[config.mk]
export PLATFORM = sky130hd
export DESIGN_NAME = point_in_polygon_test_core
export DESIGN_NICKNAME = d
export VERILOG_FILES = /design/src/rtl/pip_pkg.sv /design/src/rtl/pip_vtx_mem.sv /design/src/rtl/pip_edge_unit.sv /design/src/rtl/point_in_polygon_test_core.sv
export SDC_FILE = /design/constraint.sdc
export NUM_CORES = 2
export LEC_CHECK = 0
export BUFFER_PORTS_ARGS = -buffer_cell sky130_fd_sc_hd__buf_2
export CAP_MARGIN = 20
export CORE_MARGIN = 5
export CORE_UTILIZATION = 42
export DETAILED_ROUTE_END_ITERATION = 10
export GPL_ROUTABILITY_DRIVEN = 1
export PLACE_DENSITY_LB_ADDON = 0.25
export REMOVE_ABC_BUFFERS = 1
export SYNTH_ARGS = -nofsm -noshare
export SYNTH_HDL_FRONTEND = slang
export SYNTH_SLANG_ARGS = --single-unit
[constraint.sdc]
create_clock -name i_clk -period 8.3 [get_ports i_clk]
set_input_delay 0.415 -clock i_clk [delete_from_list [all_inputs] [get_ports i_clk]]
set_output_delay 0.415 -clock i_clk [all_outputs]
set_load 0.01 [all_outputs]
[src/rtl/pip_pkg.sv]
`timescale 1ns / 1ps

package pip_pkg;

    localparam int MAX_VERTICES_DEF = 64;

    localparam logic [1:0] OP_CLEAR  = 2'd0;
    localparam logic [1:0] OP_APPEND = 2'd1;
    localparam logic [1:0] OP_QUERY  = 2'd2;

    typedef struct packed {
        logic [1:0]         operation;
        logic signed [15:0] coord_x;
        logic signed [15:0] coord_y;
    } t_pip_req;

    typedef struct packed {
        logic inside_res;
        logic overflowed;
    } t_pip_res;

    typedef struct packed {
        logic signed [15:0] x;
        logic signed [15:0] y;
    } t_pip_vtx;

    // one edge handed to the crossing unit
    typedef struct packed {
        logic     vld;
        t_pip_vtx pa;
        t_pip_vtx pb;
    } t_pip_edge;

    typedef struct packed {
        logic busy;
        logic hit_vld;
        logic hit;
    } t_pip_sts;

endpackage

[src/rtl/pip_vtx_mem.sv]
`timescale 1ns / 1ps

module pip_vtx_mem #(
    parameter int DEPTH = pip_pkg::MAX_VERTICES_DEF,
    parameter int AW    = $clog2(DEPTH)
) (
    input  logic             i_clk,
    input  logic             i_we,
    input  logic [AW-1:0]    i_waddr,
    input  pip_pkg::t_pip_vtx i_wdata,
    input  logic [AW-1:0]    i_raddr,
    output pip_pkg::t_pip_vtx o_rdata
);

    pip_pkg::t_pip_vtx r_mem [DEPTH];
    pip_pkg::t_pip_vtx r_rdata;

    always_ff @(posedge i_clk) begin
        if (i_we) begin
            r_mem[i_waddr] <= i_wdata;
        end
        r_rdata <= r_mem[i_raddr];
    end

    assign o_rdata = r_rdata;

endmodule

[src/rtl/pip_edge_unit.sv]
`timescale 1ns / 1ps

module pip_edge_unit (
    input  logic               i_clk,
    input  logic               i_rst_n,
    input  logic signed [15:0] i_px,
    input  logic signed [15:0] i_py,
    input  pip_pkg::t_pip_edge i_edge,
    output pip_pkg::t_pip_sts  o_sts
);

    pip_pkg::t_pip_vtx lo, hi;
    logic              in_rng;

    logic               r_v1, r_v2, r_v3;
    logic               r_rng1, r_rng2, r_hit;
    logic signed [16:0] r_d1, r_d2, r_d3, r_d4;
    logic signed [33:0] r_lhs, r_rhs;

    // order endpoints by y, lower end first
    always_comb begin
        if (i_edge.pb.y >= i_edge.pa.y) begin
            lo = i_edge.pa;
            hi = i_edge.pb;
        end else begin
            lo = i_edge.pb;
            hi = i_edge.pa;
        end
        in_rng = (i_py < hi.y) && (i_py >= lo.y);
    end

    always_ff @(posedge i_clk) begin
        if (!i_rst_n) begin
            r_v1 <= 1'b0;
            r_v2 <= 1'b0;
            r_v3 <= 1'b0;
        end else begin
            r_v1 <= i_edge.vld;
            r_v2 <= r_v1;
            r_v3 <= r_v2;
        end
        // differences
        r_rng1 <= in_rng;
        r_d1   <= {i_py[15], i_py} - {lo.y[15], lo.y};
        r_d2   <= {hi.x[15], hi.x} - {lo.x[15], lo.x};
        r_d3   <= {i_px[15], i_px} - {lo.x[15], lo.x};
        r_d4   <= {hi.y[15], hi.y} - {lo.y[15], lo.y};
        // cross products
        r_rng2 <= r_rng1;
        r_lhs  <= r_d1 * r_d2;
        r_rhs  <= r_d3 * r_d4;
        // edge x at query y is at least query x
        r_hit  <= r_rng2 && (r_lhs >= r_rhs);
    end

    assign o_sts.busy    = r_v1 | r_v2 | r_v3;
    assign o_sts.hit_vld = r_v3;
    assign o_sts.hit     = r_hit;

endmodule

[src/rtl/point_in_polygon_test_core.sv]
`timescale 1ns / 1ps
// point-in-polygon test by crossing count over one stored closed polygon
//
// request channel: i_req is taken at a rising edge with start high and busy low.
//   clear drops all vertices and the overflow flag; append stores a vertex, or
//   sets the sticky overflow flag once MAX_VERTICES are held; query tests a point.
// clear and append never raise busy, so another request may follow.
// a query raises busy until its result is shown; with n stored vertices
//   the vertex memory is read once per cycle, last vertex first then 0 to n-1,
//   and each pair feeds a shared three-stage cross-multiply unit, one edge a cycle.
//   an empty polygon reads no vertices and answers outside.
// result channel: o_res is shown for one cycle with o_valid high, in the cycle
//   busy falls; the receiver cannot stall, so it must take it then.
// clear, append and unused codes give no result.
// reset (synchronous, i_rst_n low) empties the polygon and clears the overflow
//   flag; vertex memory contents are left as they are and never read unwritten.
module point_in_polygon_test_core #(
    parameter int MAX_VERTICES = pip_pkg::MAX_VERTICES_DEF
) (
    input  logic              i_clk,
    input  logic              i_rst_n,
    input  logic              start,
    output logic              busy,
    input  pip_pkg::t_pip_req i_req,
    output logic              o_valid,
    output pip_pkg::t_pip_res o_res
);

    localparam int AW = $clog2(MAX_VERTICES);
    localparam int NW = $clog2(MAX_VERTICES + 1);
    localparam int CW = $clog2(MAX_VERTICES + 2);

    typedef enum logic {
        S_IDLE,
        S_RUN
    } t_state;

    t_state             r_state;
    logic [NW-1:0]      r_cnt;
    logic               r_ovf;
    logic [CW-1:0]      r_rd_cnt;
    logic               r_rd_vld;
    logic               r_rd_first;
    logic               r_par;
    logic signed [15:0] r_px, r_py;
    pip_pkg::t_pip_vtx  r_prev;
    logic               r_valid;
    pip_pkg::t_pip_res  r_res;

    logic               accept;
    logic               we;
    pip_pkg::t_pip_vtx  wdata;
    logic               rd_go;
    logic               done;
    logic [NW-1:0]      last_idx;
    logic [CW-1:0]      rd_prev;
    logic [AW-1:0]      rd_addr;
    pip_pkg::t_pip_vtx  rdata;
    pip_pkg::t_pip_edge edge_in;
    pip_pkg::t_pip_sts  sts;

    assign accept   = start && (r_state == S_IDLE);
    assign we       = accept && (i_req.operation == pip_pkg::OP_APPEND)
                      && (r_cnt < NW'(MAX_VERTICES));
    assign wdata.x  = i_req.coord_x;
    assign wdata.y  = i_req.coord_y;

    // n + 1 reads: closing vertex, then every vertex in order
    assign rd_go    = (r_state == S_RUN) && (r_cnt != '0) && (r_rd_cnt <= CW'(r_cnt));
    assign last_idx = r_cnt - 1'b1;
    assign rd_prev  = r_rd_cnt - 1'b1;
    assign rd_addr  = (r_rd_cnt == '0) ? last_idx[AW-1:0] : rd_prev[AW-1:0];
    assign done     = (r_state == S_RUN) && !rd_go && !r_rd_vld && !sts.busy;

    assign edge_in.vld = r_rd_vld && !r_rd_first;
    assign edge_in.pa  = r_prev;
    assign edge_in.pb  = rdata;

    pip_vtx_mem #(
        .DEPTH (MAX_VERTICES),
        .AW    (AW)
    ) u_mem (
        .i_clk   (i_clk),
        .i_we    (we),
        .i_waddr (r_cnt[AW-1:0]),
        .i_wdata (wdata),
        .i_raddr (rd_addr),
        .o_rdata (rdata)
    );

    pip_edge_unit u_edge (
        .i_clk   (i_clk),
        .i_rst_n (i_rst_n),
        .i_px    (r_px),
        .i_py    (r_py),
        .i_edge  (edge_in),
        .o_sts   (sts)
    );

    always_ff @(posedge i_clk) begin
        if (!i_rst_n) begin
            r_state  <= S_IDLE;
            r_cnt    <= '0;
            r_ovf    <= 1'b0;
            r_rd_cnt <= '0;
            r_rd_vld <= 1'b0;
            r_par    <= 1'b0;
            r_valid  <= 1'b0;
        end else begin
            r_valid  <= 1'b0;
            r_rd_vld <= rd_go;
            case (r_state)
                S_IDLE: begin
                    if (accept) begin
                        case (i_req.operation)
                            pip_pkg::OP_CLEAR: begin
                                r_cnt <= '0;
                                r_ovf <= 1'b0;
                            end
                            pip_pkg::OP_APPEND: begin
                                if (we) begin
                                    r_cnt <= r_cnt + 1'b1;
                                end else begin
                                    r_ovf <= 1'b1;
                                end
                            end
                            pip_pkg::OP_QUERY: begin
                                r_rd_cnt <= '0;
                                r_par    <= 1'b0;
                                r_state  <= S_RUN;
                            end
                            default: begin
                            end
                        endcase
                    end
                end
                S_RUN: begin
                    if (rd_go) begin
                        r_rd_cnt <= r_rd_cnt + 1'b1;
                    end
                    if (sts.hit_vld && sts.hit) begin
                        r_par <= ~r_par;
                    end
                    if (done) begin
                        r_valid <= 1'b1;
                        r_state <= S_IDLE;
                    end
                end
                default: begin
                    r_state <= S_IDLE;
                end
            endcase
        end
        // payload registers
        if (accept) begin
            r_px <= i_req.coord_x;
            r_py <= i_req.coord_y;
        end
        r_rd_first <= (r_rd_cnt == '0);
        if (r_rd_vld) begin
            r_prev <= rdata;
        end
        if (done) begin
            r_res.inside_res <= r_par;
            r_res.overflowed <= r_ovf;
        end
    end

    assign busy    = (r_state != S_IDLE);
    assign o_valid = r_valid;
    assign o_res   = r_res;

endmodule

# Word level (Yosys, flattened, before mapping)

Memory sizes are Yosys's and may differ from the RTL's. A register that Yosys moved wholly into a read port is not among the register bits.
Cells that the tools add are included.
W data, S select, Z words.

Flip-flop bits (word level): 228
RAM bits: 2048
Memories: 1

Add/sub/neg operators: 8
$mul: 2
$lt $le $gt $ge: 6
Equality and inequality tests: 8
Mux-type cells: 22
Bitwise gates (word level): 4
Reductions and logical operators: 25

Memories:

| name        | depth | width | read ports | clocked after Yosys merged registers in | write ports | RTL line          | text |
|---|---|---|---|---|---|---|---|
| u_mem.r_mem | 64    | 32    | 1          | 1                                       | 1           | pip_vtx_mem.sv:15 | `pip_pkg::t_pip_vtx r_mem [DEPTH];` |

Operator list:

| cell                  | count |
|---|---|
| $mul A17 B17 Y34      | 2 |
| $sub A16 B16 Y17      | 4 |
| $mux W32              | 2 |
| $ge A34 B34 Y1        | 1 |
| $ge A16 B16 Y1        | 2 |
| $mux W7               | 4 |
| $pmux W7 S2           | 2 |
| $lt A16 B16 Y1        | 1 |
| $add A7 B1 Y7 const B | 2 |
| $logic_and A1 B1 Y1   | 12 |
| $sub A6 B1 Y6 const B | 2 |
| $mux W1               | 10 |
| $ne A2 B1 Y1 const B  | 4 |
| $reduce_and A4 Y1     | 2 |
| $le A7 B7 Y1          | 1 |
| $logic_not A7 Y1      | 1 |
| $lt A7 B7 Y1 const B  | 1 |
| $reduce_bool A7 Y1    | 1 |
| $mux W6               | 1 |
| $pmux W1 S2           | 3 |
| $reduce_and A3 Y1     | 2 |
| $logic_not A1 Y1      | 4 |
| $ne A2 B2 Y1 const B  | 2 |
| $eq A2 B1 Y1 const B  | 1 |
| other kinds (6)       | 8 |

# Logic depth before layout (Yosys ltp)

Word-level depth: 9
Mapped depth: 29

# Hierarchy

A second synthesis with hierarchy kept.

Cells, all modules: 6869
Area, all modules: 111670.9 µm²

Modules (own cells, without submodules):

| module                     | instances | cells an instance | area an instance (µm²) |
|---|---|---|---|
| pip_vtx_mem                | 1         | 3324              | 78515.3 |
| pip_edge_unit              | 1         | 3331              | 29859.9 |
| point_in_polygon_test_core | 1         | 214               | 3295.7 |

# Least setup slack after synthesis

Ideal clock, no wire load.

Path kind: register -> register
Start: register u_edge.r_d2[8]
End: register u_edge.r_lhs[32]
Setup time: 72 ps
Arrival: 6685 ps
Required time: 8228 ps
Slack: 1543 ps
Stages on the path, launching flop included: 24
Period minus slack after synthesis: 6757 ps
Cell sequence: dfxtp_1 > clkbuf_1 > clkbuf_1 > nand2_1 > fa_1 > inv_1 > fa_1 > fa_1 > fa_1 > fa_1 > inv_1 > fa_1 > inv_1 > ha_1 > a2111o_1 > nor3_1 > a21oi_1 > a221oi_1 > o21ai_1 > o311a_1 > o31a_1 > o21a_1 > o41ai_1 > xnor2_1

Cells in the longest elaborated chain, start to end: 1

RTL lines:

| element                | RTL line            | text |
|---|---|---|
| start, declared        | pip_edge_unit.sv:17 | `logic signed [16:0] r_d1, r_d2, r_d3, r_d4;` |
| start signal, assigned | pip_edge_unit.sv:45 | `r_d2 <= {hi.x[15], hi.x} - {lo.x[15], lo.x};` |
| $mul A17 B17 Y34       | pip_edge_unit.sv:50 | `r_lhs <= r_d1 * r_d2;` |
| end signal, assigned   | pip_edge_unit.sv:50 |  |
| end, declared          | pip_edge_unit.sv:18 | `logic signed [33:0] r_lhs, r_rhs;` |

Every way passes these cells.
A chain may end at the register's enable or synchronous reset.

# Worst setup path after layout

Start: register u_edge.r_d4[8]
End: register u_edge.r_rhs[33]

Cells in the longest elaborated chain, start to end: 1

RTL lines:

| element                | RTL line            | text |
|---|---|---|
| start, declared        | pip_edge_unit.sv:17 |  |
| start signal, assigned | pip_edge_unit.sv:47 | `r_d4 <= {hi.y[15], hi.y} - {lo.y[15], lo.y};` |
| $mul A17 B17 Y34       | pip_edge_unit.sv:51 | `r_rhs <= r_d3 * r_d4;` |
| end signal, assigned   | pip_edge_unit.sv:51 |  |
| end, declared          | pip_edge_unit.sv:18 |  |

Every way passes these cells.

==> results summary <==
The flow ran to the end, and the final reports show no timing, DRC or antenna violations. Cells with a size suffix above 1 make up 16.11% of the layout. The routed wire length per instance is 25.68 µm. The total grt overflow is 0. The mux cell area share after synthesis came out at 11.72%.

At the pin with the least slew margin, the transition time is 1269 ps. For this block, the routed nets add up to 280000 µm of wire. The number of DRC violations after detailed-routing iteration 0 came out at 5620. The maximum number of buffers from clock root to sink is 3. The count of unresolved DRC violations after routing came out at 0. Leaving out fill and tap cells, the most frequent cells in the layout are 2114 x edfxtp_1, 744 x inv_1, 594 x fa_1. The final layout contains 8076 nets. The worst setup path is of the register to register kind. Entering global routing, the biggest net connects 107 pins.

The total setup violations reported at the end of the flow is 0. Setup repair after global routing left no endpoint under its margin. The die boundary height came out at 527.2 µm. The floorplan has 189 rows. The total half-perimeter wirelength after legalization and detailed placement came out at 171900 µm. The final critical path takes up 87.81% of the cycle.

The final weighted congestion in routability-driven placement is 0.8560. The clock sink count is 2308. The worst hold path depth is 1. Broken down by cell family, the worst path's largest delay share belongs to adder cells. The initial core utilization is 42.26%.

The final count of hold timing violations is 0. Across all setup checks in the final design, the least slack found is 1012 ps. The proportion of synthesized flip-flops having asynchronous set or reset is 0%.

In this run, CTS created clock tree buffers numbering 235. Data on the critical path is required at its endpoint by 8990 ps. The largest family of logic cells by synthesized area is adder cells. The max-cap check violation count came out at 0.

Counting every instance in the synthesized netlist gives 7003. In this run the cell area measured after placement is 117600 µm². The overall track demand over capacity in global routing is 20.14%.

The core utilization of the finished layout came out at 47.41%. The initial antenna violation count came out at 10. In this run, synthesis inferred 2114 flip-flops with an integrated enable. The final period demand of the worst path came out at 7288 ps. The area of the multi-input gates is 41480 µm².

The sum of buffers and inverters on the critical path is 5. The signal on the critical path passes through nand2_1 -> fa_1 -> inv_1 -> fa_1 -> inv_1 -> fa_1 -> inv_1 -> fa_1 -> fa_1 -> inv_1 -> fa_1 -> inv_1 -> ha_1 -> a21o_1 -> a21o_1 -> a21oi_1 -> nor2_1 -> a2111oi_0 -> o31ai_1 -> a21o_1 -> a211oi_1 -> o31ai_1 -> o41ai_1 -> xnor2_1. The I/O pin count is 41. After synthesis, flip-flops and latches occupy 59.97% of the total area. The non-filler instance count after layout is 10910. The total of warnings raised by yosys came out at 0. The simple-gate share of the synthesized area is 5.455%. In this run the number of H-tree levels came out at 4.

After synthesis, the cell types taking the most area are edfxtp_1 57%, fa_1 11%, mux4_2 11%. The final instance area came out at 126000 µm². The region available for standard cell placement spans 265800 µm².

The worst reg-to-reg path cell count came out at 24. Using the TritonRoute via totals, the vias-per-cell ratio works out to 5.529. The most used flip-flop cell after synthesis is edfxtp_1. The share of the synthesized area in the top cell type is 56.51%. The cell area that synthesis handed to floorplanning was 112300 µm². STA classifies the critical path endpoint as a register.

The critical path depth in cells came out at 24. Timing would allow up to 137.2 MHz. Along the worst path, the maximum fanout reaches 17.

The die is 527.2 µm wide. The synthesized design contains 2308 register bits. edfxtp_1 takes more of the synthesized area than any other cell. Prior to clock tree synthesis, the placed netlist has a worst setup slack of 1017 ps. The insertion delay of the later-clocked pin in the worst-skew pair is 880 ps. In this run the remaining antenna-violating nets after routing total 0.

The cell type with the highest occurrence count on the critical path is fa_1. The largest single stage delay on the critical path is 920 ps. The tightest min-delay check is of the input pin to register type. The worst slew slack as a fraction of its limit came out at 14.92%.

The fill cell instance count of the final layout came out at 22660. The area added between synthesis and finish is 12.19%. Data on the critical path arrives at its endpoint at 7980 ps. Synthesis instantiated 82 different standard cells from the library. The synthesized-area fraction occupied by ao, oa, aoi and oai cells is 4.354%. The critical path startpoint category is a register. TritonCTS built the clock tree.

After Yosys synthesis, XOR and XNOR cells account for 1.006% of the synthesized area. The floorplan die area is 277900 µm². The synthesized area per cell is 16.04 µm². The first global-routing pass estimated 418700 µm of wire. In this run the clock root is driven by a clkbuf_16. On the critical path, the stage with the largest delay is an instance of dfxtp_1. The detailed-routing iteration count for the pre-antenna-repair pass came out at 8. The number of global-route vias before repair is 63240. The library cell used most frequently in the layout, excluding fill and tap cells, is edfxtp_1. After clock tree synthesis, the setup repair step added 0 buffers. Across all layers, the routed design uses 60300 vias. The flip-flop and latch area is 67370 µm². The largest clock skew in the final design came out at 93.17 ps. Counting tap cells, the placed design contains a total of 10420 instances. After Yosys synthesis, full adders, half adders and majority gates account for 13.88% of the synthesized area. After clock tree synthesis, the clock-pin slew on the worst setup and hold paths is 60 ps. Input and output buffers added on the ports amount to 40. The max-slew violation count is 0.
==> layout make-up <==
class	instances	share of cell area, %
Sequential cell	2308	53.46
Multi-Input combinational cell	3646	32.92
Clock buffer	302	5.020
Tap cell	3533	3.508
Inverter	744	2.216
Timing Repair Buffer	228	1.640
Clock inverter	141	1.233
Antenna cell	3	0.005957
==> path summary, 6_finish.rpt <==
path | slack [ps] | end | startpoint
worst max-delay path | 1010 | u_edge.r_rhs[33] | u_edge.r_d4[8]
worst min-delay path | 20 | u_mem.r_mem[39][11] | i_req[11]
worst min register to register | 330 | u_edge.r_rng2 | u_edge.r_rng1
worst max register to register | 1010 | u_edge.r_rhs[33] | u_edge.r_d4[8]
==> metrics by stage <==
step	setup TNS, ps	hold WS (ps)
after floorplan	-1687560	309.6
after global placement	0	312.6
after detailed placement	0	313.6
after CTS	0	153.8
after global routing	0	1.586
final	0	17.68
==> kinds of logic after synthesis <==
family	Yosys count
DFF	2308
and+or+nand+nor	1211
buffers and inverters	1049
adders and majority gates	893
AOI/OAI and AO/OA	754
muxes	659
xor gates and xnor gates	129
==> synth_stat cells (15+ instances only) <==
cell type	n
inv_1	744
nand2_1	345
a21o_1	36
o21bai_1	15
nor2_1	227
and2_1	299
a211oi_1	219
nor2b_1	151
clkbuf_1	211
maj3_1	17
a21boi_0	17
nor3_1	28
edfxtp_1	2114
and3_1	16
xnor2_1	98
nand4_1	24
fa_1	594
ha_1	282
a21oi_1	263
buf_2	79
dfxtp_1	194
o21ai_0	78
mux2i_1	134
mux4_2	525
nand3_1	37
nand2b_1	34
xor2_1	31
o21a_1	22
==> layer usage <==
metal  routed length [µm]  share of wire [%]  vias to the layer above  global-route usage [%]
met1               118700                 42                    32030                   27.56
li1                     -                  -                    26150                       -
met5                   39              0.014                        -                       0
met3                15320                5.5                      359                   2.817
met2               140200                 50                     1755                   34.56
met4                 5793                2.1                        6                   4.351
==> worst register-to-register path: stages (launching register included) <==
cell       delay, ps
dfxtp_1          920
nand2_1          200
fa_1             570
inv_1             50
fa_1             490
inv_1             50
fa_1             540
inv_1             50
fa_1             450
fa_1             490
inv_1             50
fa_1             470
inv_1             40
ha_1             320
a21o_1           190
a21o_1           170
a21oi_1          180
nor2_1            70
a2111oi_0        360
o31ai_1          170
a21o_1           300
a211oi_1         410
o31ai_1          170
o41ai_1          320
xnor2_1          120
==> what timing repair did <==
action | in CTS | in global routing
hold endpoints to repair | 7 | 135
resized for setup | 0 | 0
hold buffers | 4 | 13
==> sequential cells by signal, indices dropped and copies added (netlist names), 32 cells and up <==
register / cells
u_mem.r_mem: 2048
u_edge.r_lhs: 34
u_edge.r_rhs: 34
edge_in: 32
u_mem.o_rdata: 32
Power is left out: the tool's default activity adds up to more than one toggle a clock period on the data nets, which glitch-free logic cannot reach.
